**src/rtl/core/skit_pkg.sv**
```systemverilog
// Shared constants, codes and controller/datapath interface types of the
// sorted key index table. No dependencies.
package skit_pkg;

	localparam int DEPTH      = 64;
	localparam int KEY_BITS   = 16;
	localparam int ADDR_BITS  = $clog2(DEPTH);
	localparam int CNT_BITS   = $clog2(DEPTH + 1);
	localparam int OP_BITS    = 2;
	localparam int ARG_BITS   = 16;
	localparam int POS_BITS   = 6;
	localparam int SLOT_BITS  = 6;
	localparam int TOTAL_BITS = 7;

	typedef enum logic [OP_BITS-1:0] {
		OP_SEARCH = 2'd0,
		OP_INSERT = 2'd1,
		OP_DELETE = 2'd2
	} op_t;

	typedef enum logic [1:0] {
		ST_OK        = 2'd0,
		ST_NOT_FOUND = 2'd1,
		ST_FULL      = 2'd2,
		ST_RANGE     = 2'd3
	} status_t;

	typedef enum logic [1:0] {
		RS_ZERO,
		RS_HIT,
		RS_INSERT,
		RS_DELETE
	} res_sel_t;

	typedef enum logic [3:0] {
		S_IDLE,
		S_DISPATCH,
		S_BS_CHECK,
		S_KEY_RD,
		S_CMP,
		S_INS_SHIFT,
		S_INS_WRITE,
		S_DEL_SLOT,
		S_DEL_SWEEP,
		S_FINISH
	} ctrl_state_t;

	typedef struct packed {
		logic     latch_in;
		logic     bs_init;
		logic     idx_rd_mid;
		logic     key_rd_slot;
		logic     bs_step;
		logic     ins_shift;
		logic     ins_write;
		logic     del_rd_pos;
		logic     del_cap;
		logic     del_sweep;
		logic     count_dec;
		logic     set_res;
		status_t  res_status;
		res_sel_t res_sel;
		logic     emit;
	} ctrl_cmd_t;

	typedef struct packed {
		op_t  op;
		logic full;
		logic pos_bad;
		logic bs_open;
		logic key_eq;
		logic ins_done;
		logic del_done;
		logic out_free;
	} dp_stat_t;

endpackage

```
**src/rtl/core/skit_ram.sv**
```systemverilog
// Generic single-write, single-read RAM with registered read data.
// No dependencies.
module skit_ram #(
	parameter int WIDTH = 8,
	parameter int WORDS = 64
) (
	input  logic                     clk,
	input  logic                     wr_en,
	input  logic [$clog2(WORDS)-1:0] wr_addr,
	input  logic [WIDTH-1:0]         wr_data,
	input  logic                     rd_en,
	input  logic [$clog2(WORDS)-1:0] rd_addr,
	output logic [WIDTH-1:0]         rd_data
);

	logic [WIDTH-1:0] mem [WORDS];
	logic [WIDTH-1:0] rd_q;

	always_ff @(posedge clk) begin
		if (wr_en) begin
			mem[wr_addr] <= wr_data;
		end
		if (rd_en) begin
			rd_q <= mem[rd_addr];
		end
	end

	assign rd_data = rd_q;

endmodule

```
**src/rtl/core/skit_ctrl.sv**
```systemverilog
// Controller state machine of the sorted key index table.
// Depends on skit_pkg; drives skit_dp through ctrl_cmd_t.
module skit_ctrl (
	input  logic                 clk,
	input  logic                 arst_n,
	input  logic                 in_valid,
	output logic                 in_ready,
	input  skit_pkg::dp_stat_t   stat,
	output skit_pkg::ctrl_cmd_t  cmd
);

	import skit_pkg::*;

	ctrl_state_t state_q;
	ctrl_state_t state_d;

	always_ff @(posedge clk or negedge arst_n) begin
		if (!arst_n) begin
			state_q <= S_IDLE;
		end else begin
			state_q <= state_d;
		end
	end

	always_comb begin
		state_d = state_q;
		case (state_q)
			S_IDLE: begin
				if (in_valid) state_d = S_DISPATCH;
			end
			S_DISPATCH: begin
				case (stat.op)
					OP_SEARCH: state_d = S_BS_CHECK;
					OP_INSERT: state_d = stat.full ? S_FINISH : S_BS_CHECK;
					OP_DELETE: state_d = stat.pos_bad ? S_FINISH : S_DEL_SLOT;
					default:   state_d = S_FINISH;
				endcase
			end
			S_BS_CHECK: begin
				if (stat.bs_open) state_d = S_KEY_RD;
				else if (stat.op == OP_INSERT) state_d = S_INS_SHIFT;
				else state_d = S_FINISH;
			end
			S_KEY_RD: state_d = S_CMP;
			S_CMP: begin
				if (stat.op == OP_SEARCH && stat.key_eq) state_d = S_FINISH;
				else state_d = S_BS_CHECK;
			end
			S_INS_SHIFT: begin
				if (stat.ins_done) state_d = S_INS_WRITE;
			end
			S_INS_WRITE: state_d = S_FINISH;
			S_DEL_SLOT:  state_d = S_DEL_SWEEP;
			S_DEL_SWEEP: begin
				if (stat.del_done) state_d = S_FINISH;
			end
			S_FINISH: begin
				if (stat.out_free) state_d = S_IDLE;
			end
			default: state_d = S_IDLE;
		endcase
	end

	always_comb begin
		cmd      = '0;
		in_ready = 1'b0;
		case (state_q)
			S_IDLE: begin
				in_ready     = 1'b1;
				cmd.latch_in = in_valid;
			end
			S_DISPATCH: begin
				case (stat.op)
					OP_SEARCH: cmd.bs_init = 1'b1;
					OP_INSERT: begin
						if (stat.full) begin
							cmd.set_res    = 1'b1;
							cmd.res_status = ST_FULL;
							cmd.res_sel    = RS_ZERO;
						end else begin
							cmd.bs_init = 1'b1;
						end
					end
					OP_DELETE: begin
						if (stat.pos_bad) begin
							cmd.set_res    = 1'b1;
							cmd.res_status = ST_RANGE;
							cmd.res_sel    = RS_ZERO;
						end else begin
							cmd.del_rd_pos = 1'b1;
						end
					end
					default: begin
						cmd.set_res    = 1'b1;
						cmd.res_status = ST_OK;
						cmd.res_sel    = RS_ZERO;
					end
				endcase
			end
			S_BS_CHECK: begin
				if (stat.bs_open) begin
					cmd.idx_rd_mid = 1'b1;
				end else if (stat.op != OP_INSERT) begin
					cmd.set_res    = 1'b1;
					cmd.res_status = ST_NOT_FOUND;
					cmd.res_sel    = RS_ZERO;
				end
			end
			S_KEY_RD: cmd.key_rd_slot = 1'b1;
			S_CMP: begin
				if (stat.op == OP_SEARCH && stat.key_eq) begin
					cmd.set_res    = 1'b1;
					cmd.res_status = ST_OK;
					cmd.res_sel    = RS_HIT;
				end else begin
					cmd.bs_step = 1'b1;
				end
			end
			S_INS_SHIFT: cmd.ins_shift = 1'b1;
			S_INS_WRITE: begin
				cmd.ins_write  = 1'b1;
				cmd.set_res    = 1'b1;
				cmd.res_status = ST_OK;
				cmd.res_sel    = RS_INSERT;
			end
			S_DEL_SLOT: cmd.del_cap = 1'b1;
			S_DEL_SWEEP: begin
				cmd.del_sweep = 1'b1;
				if (stat.del_done) begin
					cmd.count_dec  = 1'b1;
					cmd.set_res    = 1'b1;
					cmd.res_status = ST_OK;
					cmd.res_sel    = RS_DELETE;
				end
			end
			S_FINISH: cmd.emit = stat.out_free;
			default: begin
				cmd = '0;
			end
		endcase
	end

endmodule

```
**src/rtl/core/skit_dp.sv**
```systemverilog
// Datapath of the sorted key index table: key and order RAMs, search
// bounds, sweep pointer and result register. Depends on skit_pkg, skit_ram.
module skit_dp (
	input  logic                           clk,
	input  logic                           arst_n,
	input  skit_pkg::ctrl_cmd_t            cmd,
	output skit_pkg::dp_stat_t             stat,
	input  logic [skit_pkg::OP_BITS-1:0]   operation,
	input  logic [skit_pkg::ARG_BITS-1:0]  argument,
	output logic                           out_valid,
	input  logic                           out_ready,
	output skit_pkg::status_t              status,
	output logic [skit_pkg::POS_BITS-1:0]  position,
	output logic [skit_pkg::SLOT_BITS-1:0] slot,
	output logic [skit_pkg::TOTAL_BITS-1:0] entry_total
);

	import skit_pkg::*;

	logic [OP_BITS-1:0]    op_q;
	logic [ARG_BITS-1:0]   arg_q;
	logic [CNT_BITS-1:0]   count_q;
	logic [CNT_BITS-1:0]   lo_q;
	logic [CNT_BITS-1:0]   hi_q;
	logic [CNT_BITS-1:0]   i_q;
	logic [ADDR_BITS-1:0]  mid_q;
	logic [ADDR_BITS-1:0]  slot_q;
	logic                  pend_q;
	logic [ADDR_BITS-1:0]  pend_addr_q;
	logic                  pend_del_q;
	logic                  pend_key_q;
	status_t               res_status_q;
	res_sel_t              res_sel_q;
	logic                  out_valid_q;
	status_t               out_status_q;
	logic [POS_BITS-1:0]   out_pos_q;
	logic [SLOT_BITS-1:0]  out_slot_q;
	logic [TOTAL_BITS-1:0] out_total_q;

	logic [KEY_BITS-1:0]   key_w;
	logic [CNT_BITS:0]     mid_sum;
	logic [ADDR_BITS-1:0]  mid_w;
	logic [CNT_BITS-1:0]   i_inc;
	logic [CNT_BITS-1:0]   i_dec;
	logic [CNT_BITS-1:0]   cnt_dec;
	logic                  ins_read;
	logic                  del_read;
	logic                  out_free;

	logic                  idx_wr_en;
	logic [ADDR_BITS-1:0]  idx_wr_addr;
	logic [ADDR_BITS-1:0]  idx_wr_data;
	logic                  idx_rd_en;
	logic [ADDR_BITS-1:0]  idx_rd_addr;
	logic [ADDR_BITS-1:0]  idx_rd;
	logic [ADDR_BITS-1:0]  idx_adj;
	logic                  key_wr_en;
	logic [ADDR_BITS-1:0]  key_wr_addr;
	logic [KEY_BITS-1:0]   key_wr_data;
	logic                  key_rd_en;
	logic [ADDR_BITS-1:0]  key_rd_addr;
	logic [KEY_BITS-1:0]   key_rd;

	assign key_w   = KEY_BITS'(arg_q);
	assign mid_sum = (CNT_BITS+1)'(lo_q) + (CNT_BITS+1)'(hi_q) - (CNT_BITS+1)'(1);
	assign mid_w   = mid_sum[ADDR_BITS:1];
	assign i_inc   = i_q + CNT_BITS'(1);
	assign i_dec   = i_q - CNT_BITS'(1);
	assign cnt_dec = count_q - CNT_BITS'(1);
	assign idx_adj = (idx_rd > slot_q) ? idx_rd - ADDR_BITS'(1) : idx_rd;
	assign out_free = !out_valid_q || out_ready;

	assign stat.op       = op_t'(op_q);
	assign stat.full     = (count_q == CNT_BITS'(DEPTH));
	assign stat.pos_bad  = (arg_q >= ARG_BITS'(count_q));
	assign stat.bs_open  = (lo_q < hi_q);
	assign stat.key_eq   = (key_rd == key_w);
	assign stat.ins_done = (i_q == lo_q);
	assign stat.del_done = (i_q == cnt_dec);
	assign stat.out_free = out_free;

	assign ins_read = cmd.ins_shift && !stat.ins_done;
	assign del_read = cmd.del_sweep && !stat.del_done;

	always_comb begin
		idx_rd_en   = 1'b1;
		idx_rd_addr = mid_w;
		if (cmd.idx_rd_mid) begin
			idx_rd_addr = mid_w;
		end else if (ins_read) begin
			idx_rd_addr = ADDR_BITS'(i_dec);
		end else if (cmd.del_rd_pos) begin
			idx_rd_addr = ADDR_BITS'(arg_q);
		end else if (del_read) begin
			idx_rd_addr = (ARG_BITS'(i_q) < arg_q) ? ADDR_BITS'(i_q) : ADDR_BITS'(i_inc);
		end else begin
			idx_rd_en = 1'b0;
		end
	end

	always_comb begin
		idx_wr_en   = 1'b0;
		idx_wr_addr = pend_addr_q;
		idx_wr_data = idx_rd;
		if (pend_q) begin
			idx_wr_en   = 1'b1;
			idx_wr_data = pend_del_q ? idx_adj : idx_rd;
		end else if (cmd.ins_write) begin
			idx_wr_en   = 1'b1;
			idx_wr_addr = ADDR_BITS'(lo_q);
			idx_wr_data = ADDR_BITS'(count_q);
		end
	end

	assign key_rd_en   = cmd.key_rd_slot || del_read;
	assign key_rd_addr = cmd.key_rd_slot ? idx_rd : ADDR_BITS'(i_inc);
	assign key_wr_en   = (pend_q && pend_key_q) || cmd.ins_write;
	assign key_wr_addr = cmd.ins_write ? ADDR_BITS'(count_q) : pend_addr_q;
	assign key_wr_data = cmd.ins_write ? key_w : key_rd;

	skit_ram #(
		.WIDTH (ADDR_BITS),
		.WORDS (DEPTH)
	) u_idx_ram (
		.clk     (clk),
		.wr_en   (idx_wr_en),
		.wr_addr (idx_wr_addr),
		.wr_data (idx_wr_data),
		.rd_en   (idx_rd_en),
		.rd_addr (idx_rd_addr),
		.rd_data (idx_rd)
	);

	skit_ram #(
		.WIDTH (KEY_BITS),
		.WORDS (DEPTH)
	) u_key_ram (
		.clk     (clk),
		.wr_en   (key_wr_en),
		.wr_addr (key_wr_addr),
		.wr_data (key_wr_data),
		.rd_en   (key_rd_en),
		.rd_addr (key_rd_addr),
		.rd_data (key_rd)
	);

	always_ff @(posedge clk or negedge arst_n) begin
		if (!arst_n) begin
			count_q     <= '0;
			pend_q      <= 1'b0;
			out_valid_q <= 1'b0;
		end else begin
			if (cmd.ins_write) count_q <= count_q + CNT_BITS'(1);
			else if (cmd.count_dec) count_q <= cnt_dec;
			pend_q <= ins_read || del_read;
			if (cmd.emit) out_valid_q <= 1'b1;
			else if (out_ready) out_valid_q <= 1'b0;
		end
	end

	always_ff @(posedge clk) begin
		if (cmd.latch_in) begin
			op_q  <= operation;
			arg_q <= argument;
		end
		if (cmd.bs_init) begin
			lo_q <= '0;
			hi_q <= count_q;
			i_q  <= count_q;
		end else if (cmd.bs_step) begin
			if (key_rd < key_w) lo_q <= CNT_BITS'(mid_q) + CNT_BITS'(1);
			else hi_q <= CNT_BITS'(mid_q);
		end
		if (cmd.del_cap) i_q <= '0;
		else if (ins_read) i_q <= i_dec;
		else if (del_read) i_q <= i_inc;
		if (cmd.idx_rd_mid) mid_q <= mid_w;
		if (cmd.key_rd_slot || cmd.del_cap) slot_q <= idx_rd;
		else if (cmd.ins_write) slot_q <= ADDR_BITS'(count_q);
		pend_addr_q <= ADDR_BITS'(i_q);
		pend_del_q  <= del_read;
		pend_key_q  <= del_read && (i_q >= CNT_BITS'(slot_q));
		if (cmd.set_res) begin
			res_status_q <= cmd.res_status;
			res_sel_q    <= cmd.res_sel;
		end
		if (cmd.emit) begin
			out_status_q <= res_status_q;
			out_total_q  <= TOTAL_BITS'(count_q);
			case (res_sel_q)
				RS_HIT: begin
					out_pos_q  <= POS_BITS'(mid_q);
					out_slot_q <= SLOT_BITS'(slot_q);
				end
				RS_INSERT: begin
					out_pos_q  <= POS_BITS'(lo_q);
					out_slot_q <= SLOT_BITS'(slot_q);
				end
				RS_DELETE: begin
					out_pos_q  <= POS_BITS'(arg_q);
					out_slot_q <= SLOT_BITS'(slot_q);
				end
				default: begin
					out_pos_q  <= '0;
					out_slot_q <= '0;
				end
			endcase
		end
	end

	assign out_valid   = out_valid_q;
	assign status      = out_status_q;
	assign position    = out_pos_q;
	assign slot        = out_slot_q;
	assign entry_total = out_total_q;

endmodule

```
**src/rtl/core/sorted_key_index_table_top.sv**
```systemverilog
// Sorted key index table, top level. One item in flight; result held in an output register.
// Search and insert take up to ceil(log2(n+1)) binary search steps over n entries; insert then
// shifts the entries above its position and delete sweeps the table. Full, bad position or unused
// code end without a search. An untaken result holds the next item in its last state.
// Reset clears the entry count, state machine and output valid; RAM contents are not cleared.
// Depends on skit_pkg, skit_ctrl, skit_dp.
module sorted_key_index_table_top (
	input  logic                            clk,
	input  logic                            arst_n,
	input  logic                            in_valid,
	output logic                            in_ready,
	input  logic [skit_pkg::OP_BITS-1:0]    operation,
	input  logic [skit_pkg::ARG_BITS-1:0]   argument,
	output logic                            out_valid,
	input  logic                            out_ready,
	output skit_pkg::status_t               status,
	output logic [skit_pkg::POS_BITS-1:0]   position,
	output logic [skit_pkg::SLOT_BITS-1:0]  slot,
	output logic [skit_pkg::TOTAL_BITS-1:0] entry_total
);

	import skit_pkg::*;

	ctrl_cmd_t cmd;
	dp_stat_t  stat;

	skit_ctrl u_ctrl (
		.clk      (clk),
		.arst_n   (arst_n),
		.in_valid (in_valid),
		.in_ready (in_ready),
		.stat     (stat),
		.cmd      (cmd)
	);

	skit_dp u_dp (
		.clk         (clk),
		.arst_n      (arst_n),
		.cmd         (cmd),
		.stat        (stat),
		.operation   (operation),
		.argument    (argument),
		.out_valid   (out_valid),
		.out_ready   (out_ready),
		.status      (status),
		.position    (position),
		.slot        (slot),
		.entry_total (entry_total)
	);

endmodule

```
**config.mk**
```make
export PLATFORM = sky130hd
export DESIGN_NAME = sorted_key_index_table_top
export DESIGN_NICKNAME = d
export VERILOG_FILES = /design/src/rtl/core/skit_pkg.sv /design/src/rtl/core/skit_ram.sv /design/src/rtl/core/skit_ctrl.sv /design/src/rtl/core/skit_dp.sv /design/src/rtl/core/sorted_key_index_table_top.sv
export SDC_FILE = /design/constraint.sdc
export NUM_CORES = 2
export LEC_CHECK = 0
export BUFFER_PORTS_ARGS = -buffer_cell sky130_fd_sc_hd__buf_4
export CAP_MARGIN = 10
export CORE_MARGIN = 3
export CORE_UTILIZATION = 60
export CTS_BUF_LIST = sky130_fd_sc_hd__clkbuf_8
export DETAILED_ROUTE_END_ITERATION = 10
export PLACE_DENSITY = 0.8
export SLEW_MARGIN = 40
export SYNTH_ARGS = -nofsm -noshare
export SYNTH_HDL_FRONTEND = slang
export SYNTH_SLANG_ARGS = --single-unit
```
**constraint.sdc**
```tcl
create_clock -name clk -period 8.7 [get_ports clk]
set_input_delay 2.175 -clock clk [delete_from_list [all_inputs] [get_ports clk]]
set_output_delay 2.175 -clock clk [all_outputs]
set_load 0.02 [all_outputs]
```
==> run summary <==
==============================================================================
Chip width ......................................................       327 um
Average instance area after synthesis ...........................     18.0 um2
Antenna violations before repair ................................            4
Mapped Cells ....................................................         3437
Buffer depth of the longest clock path ..........................            3
XOR/XNOR share of the synthesized area ..........................      0.00650
Synth top cells by count ........................................ sky130_fd_sc_hd__edfxtp_1 (1492), sky130_fd_sc_hd__mux4_2 (306), sky130_fd_sc_hd__nand2_1 (206)
Number of buffers inserted by hold repair at cts ................            0
Library cell with the largest summed area after synthesis ....... sky130_fd_sc_hd__edfxtp_1
Highest metal layer with signal wires ...........................         met5
WL met1 .........................................................      55.8 mm
Worst hold start ................................................ u_dp.res_status_q[1]
CP startpoint kind ..............................................         flop
Simple logic cell fraction of the synthesized area ..............       0.0468
Crit-path leading delay family .................................. compound AO/OA/AOI/OAI gates
Number of clock sinks ...........................................         1527
Synthesis-to-layout area growth .................................        10.8%
Met2 routed WL ..................................................      69.3 mm
Yosys synthesis warning count ...................................            0
Final critical-path required period .............................      5610 ps
Final setup violation count .....................................            0
Final number of max-transition violations .......................            0
Aggregate routed wire length ....................................       147 mm
Hold Path Class .................................................      reg2reg
Core region area ................................................   102000 um2
Number of maximum-capacitance violations ........................            0
Result of the run ............................................... finished clean
H-tree levels ...................................................            4
CTS tree ........................................................         done
Fraction of final layout cells sized beyond drive strength 1 ....        0.209
Final net count .................................................         3722
Worst Path Max Fanout ...........................................           46
Count of antenna-violating nets left after detailed routing .....            0
Async set or reset register ratio after synthesis ...............      0.00851
Headroom to the max-slew limit ..................................        0.338
Top cell type's share of synthesized area .......................        0.723
Portion of the post-synthesis area used by sequential elements ..        0.736
Average routed wire per standard cell ...........................      28.2 um
Vias after detailed routing .....................................        34300
Maximum number of pins on one net before global-route repair ....          138
Unrepaired setup endpoints after global routing .................           no
Number of global-route vias before repair .......................        33900
Post-Syn Nets ...................................................         3523
Synth Register Bits .............................................         1527
Placement Setup Slack ...........................................      3340 ps
Leakage .........................................................    0.0226 uW
Critical Path Max Stage Delay ...................................       670 ps
Hold endpoint ................................................... u_dp.status[1]
Number of buffers inserted by port buffering ....................           44
Die H ...........................................................       327 um
Largest vdd supply drop .........................................     0.588 mV
Worst Path Buf+Inv ..............................................            3
Cell Pwr Density ................................................   405 nW/um2
Count of boundary I/O pins ......................................           45
Sequence of cells on the critical path .......................... inv_1 -> ha_1 -> nor3b_1 -> and2_1 -> xnor2_1 -> a31o_2 -> inv_2 -> mux2i_1 -> o21a_2 -> buf_4 -> a21oi_1 -> a221oi_1 -> a311oi_1 -> nor4_1 -> or3_1
Endpoint required time on the critical path .....................      9450 ps
Share of cell area taken by muxes after synthesis ...............        0.126
Startpoint of the lowest-slack register-to-register path ........ u_dp.count_q[1]
Total met3 wirelength after detailed routing ....................      16.6 mm
Slew at the pin with the worst max-slew slack ...................       993 ps
Global route total overflow .....................................            0
Top-count cell post-synth ....................................... sky130_fd_sc_hd__edfxtp_1
Initial DRC Count ...............................................         4579
Post-CTS repair timing setup buffer count .......................            0
Worst hold stages ...............................................            0
Largest family of logic cells by synthesized area ............... multiplexers
First-pass GRT wire length ......................................       218 mm
Worst endpoint data arrival time ................................      6360 ps
Biggest area contributors in the synthesized netlist ............ sky130_fd_sc_hd__edfxtp_1 (72%), sky130_fd_sc_hd__mux4_2 (11%), sky130_fd_sc_hd__a211oi_1 (1.5%)
Number of unique standard cell types used by synthesis ..........           69
Initial core utilization ........................................        0.606
Resized cells post-CTS ..........................................            0
Clock skew after layout .........................................      37.5 ps
Area enclosed by the die boundary ...............................   107000 um2
Adder and majority gate portion of the synthesized area .........       0.0130
Setup TNS .......................................................         0 ps
Ratio of routed vias to standard cells ..........................         6.60
DRC violation count after routing ...............................            0
Gp weighted congestion ..........................................        0.961
Critical-path top delay cell .................................... sky130_fd_sc_hd__o21a_2
Number of synthesized flops with an enable pin ..................         1492
Register-to-Register Setup Slack ................................      3090 ps
Buffer cell driving the clock tree root ......................... sky130_fd_sc_hd__clkbuf_8
Kind of end point of the critical path ..........................         flop
Number of detailed-routing iterations run before antenna repair .            8
Capture point of the worst reg-to-reg path ...................... u_dp.u_idx_ram.rd_data[5]
# fillers .......................................................         6401
Placed wire-length estimate .....................................      88.4 mm
Share of the clock period used by the worst path after layout ...        0.645
Worst-case reg-to-reg path depth ................................           15
Clock latency reported for the late side of the worst-skew pair .       880 ps
Type of the worst setup path ....................................      reg2reg
CTS clock-pin slew for the worst setup and hold paths ...........        70 ps
Total GRT Usage .................................................        0.277
Final critical-path setup slack .................................      3090 ps
Standard-cell row count .........................................          117
Synthesized-area fraction occupied by ao, oa, aoi and oai cells .       0.0549
Hold Vio Cnt, Final .............................................            0
Mapped cell area ................................................    61900 um2
Most used flip-flop cell after synthesis ........................ sky130_fd_sc_hd__edfxtp_1
CTS Buf Count ...................................................          222
Highest attainable clock frequency ..............................      178 MHz
==============================================================================
==> logic make-up (layout without fill, tap and decap cells) <==
| logic type | Yosys count | count (layout) |
|---|---|---|
| compound gates | 518 | 518 |
| xor+xnor | 46 | 46 |
| fa+ha+maj | 64 | 64 |
| buf+inv | 256 | 650 |
| flops | 1527 | 1527 |
| mux | 395 | 395 |
| other cells | 0 | 2 |
| simple gates | 631 | 631 |
==> state kept, by name (all words and copies together) (netlist names), 4 cells and up <==
register                flops
u_dp.arg_q                 16
u_dp.count_q                7
u_dp.slot                   6
u_dp.slot_q                 6
u_dp.hi_q                   7
u_dp.position               6
u_dp.u_key_ram.rd_data     16
u_dp.u_key_ram.mem       1024
u_dp.mid_q                  6
u_dp.pend_addr_q            6
u_dp.lo_q                   7
u_dp.entry_total            7
u_dp.u_idx_ram.mem        384
u_ctrl.state_q              4
u_dp.u_idx_ram.rd_data      6
u_dp.i_q                    7
==> power breakdown <==
group	switching (uW)	internal [uW]
logic	8130	4530
registers	345	9610
clock network	2690	2530
==> area by class of cell <==
type / instances / area [um2] / share of cell area
flip-flops and latches: 1527 / 45600 / 0.664
multi-input cells: 1654 / 15700 / 0.228
inverters: 67 / 251 / 0.00366
well taps: 1368 / 1710 / 0.0249
repair buffers: 164 / 1370 / 0.0199
clock inverters: 192 / 933 / 0.0136
clock buffers: 227 / 3120 / 0.0455
diodes: 2 / 5.00 / 0.0000729
==> per-stage QoR <==
| step | total power [uW] | utilization | cell area (um2) | hold slack, ps | std cells |
|---|---|---|---|---|---|
| 3_5_place_dp | 22500 | 0.631 | 64500 | 449 | 4777 |
| 3_3_place_gp | 22100 | 0.631 | 64400 | 451 | 4775 |
| 4_1_cts | 27700 | 0.671 | 68600 | 468 | 5196 |
| 2_1_floorplan | 18400 | - | 61900 | 354 | 3437 |
| 6_report | 27800 | 0.672 | 68600 | 474 | 5201 |
| 5_1_grt | 29000 | 0.672 | 68600 | 490 | 5201 |
==> worst max path at each step <==
stage                     cells after the start  slack, ps                         end               from
after floorplan                               9       3600    u_dp.u_idx_ram.mem[0][1]  u_ctrl.state_q[1]
after global placement                        9       3240  u_dp.u_key_ram.rd_data[13]  u_ctrl.state_q[3]
after detailed placement                     14       3340   u_dp.u_idx_ram.rd_data[2]    u_dp.count_q[1]
after CTS                                    15       3260   u_dp.u_idx_ram.rd_data[5]    u_dp.count_q[1]
after global routing                         15       2910   u_dp.u_idx_ram.rd_data[5]    u_dp.count_q[1]
final                                        15       3090   u_dp.u_idx_ram.rd_data[5]    u_dp.count_q[1]
==> layout by cell type (no fill, tap or decap), drive strengths merged, types with 13 or more instances in the layout <==
cell type and count:
a221oi 16, mux2i 84, a31oi 13, a21oi 163, nand3 60, mux4 306
a211oi 124, nor2 189, a21o 16, nor2b 76, clkinv 101, buf 164
dfrtp 13, xnor2 33, o21ai 57, xor2 13, dfxtp 22, a22oi 36
ha 63, inv 149, nand2b 14, edfxtp 1492, clkbuf 227, nand2 206
o31ai 18
==> layer usage <==
metal	vias to the layer above	track usage
met2	2230	0.421
met5	-	0.00453
li1	14300	-
met3	336	0.0674
met4	6	0.0971
met1	17500	0.400
Note: power is estimated with default switching activity, not from simulation.
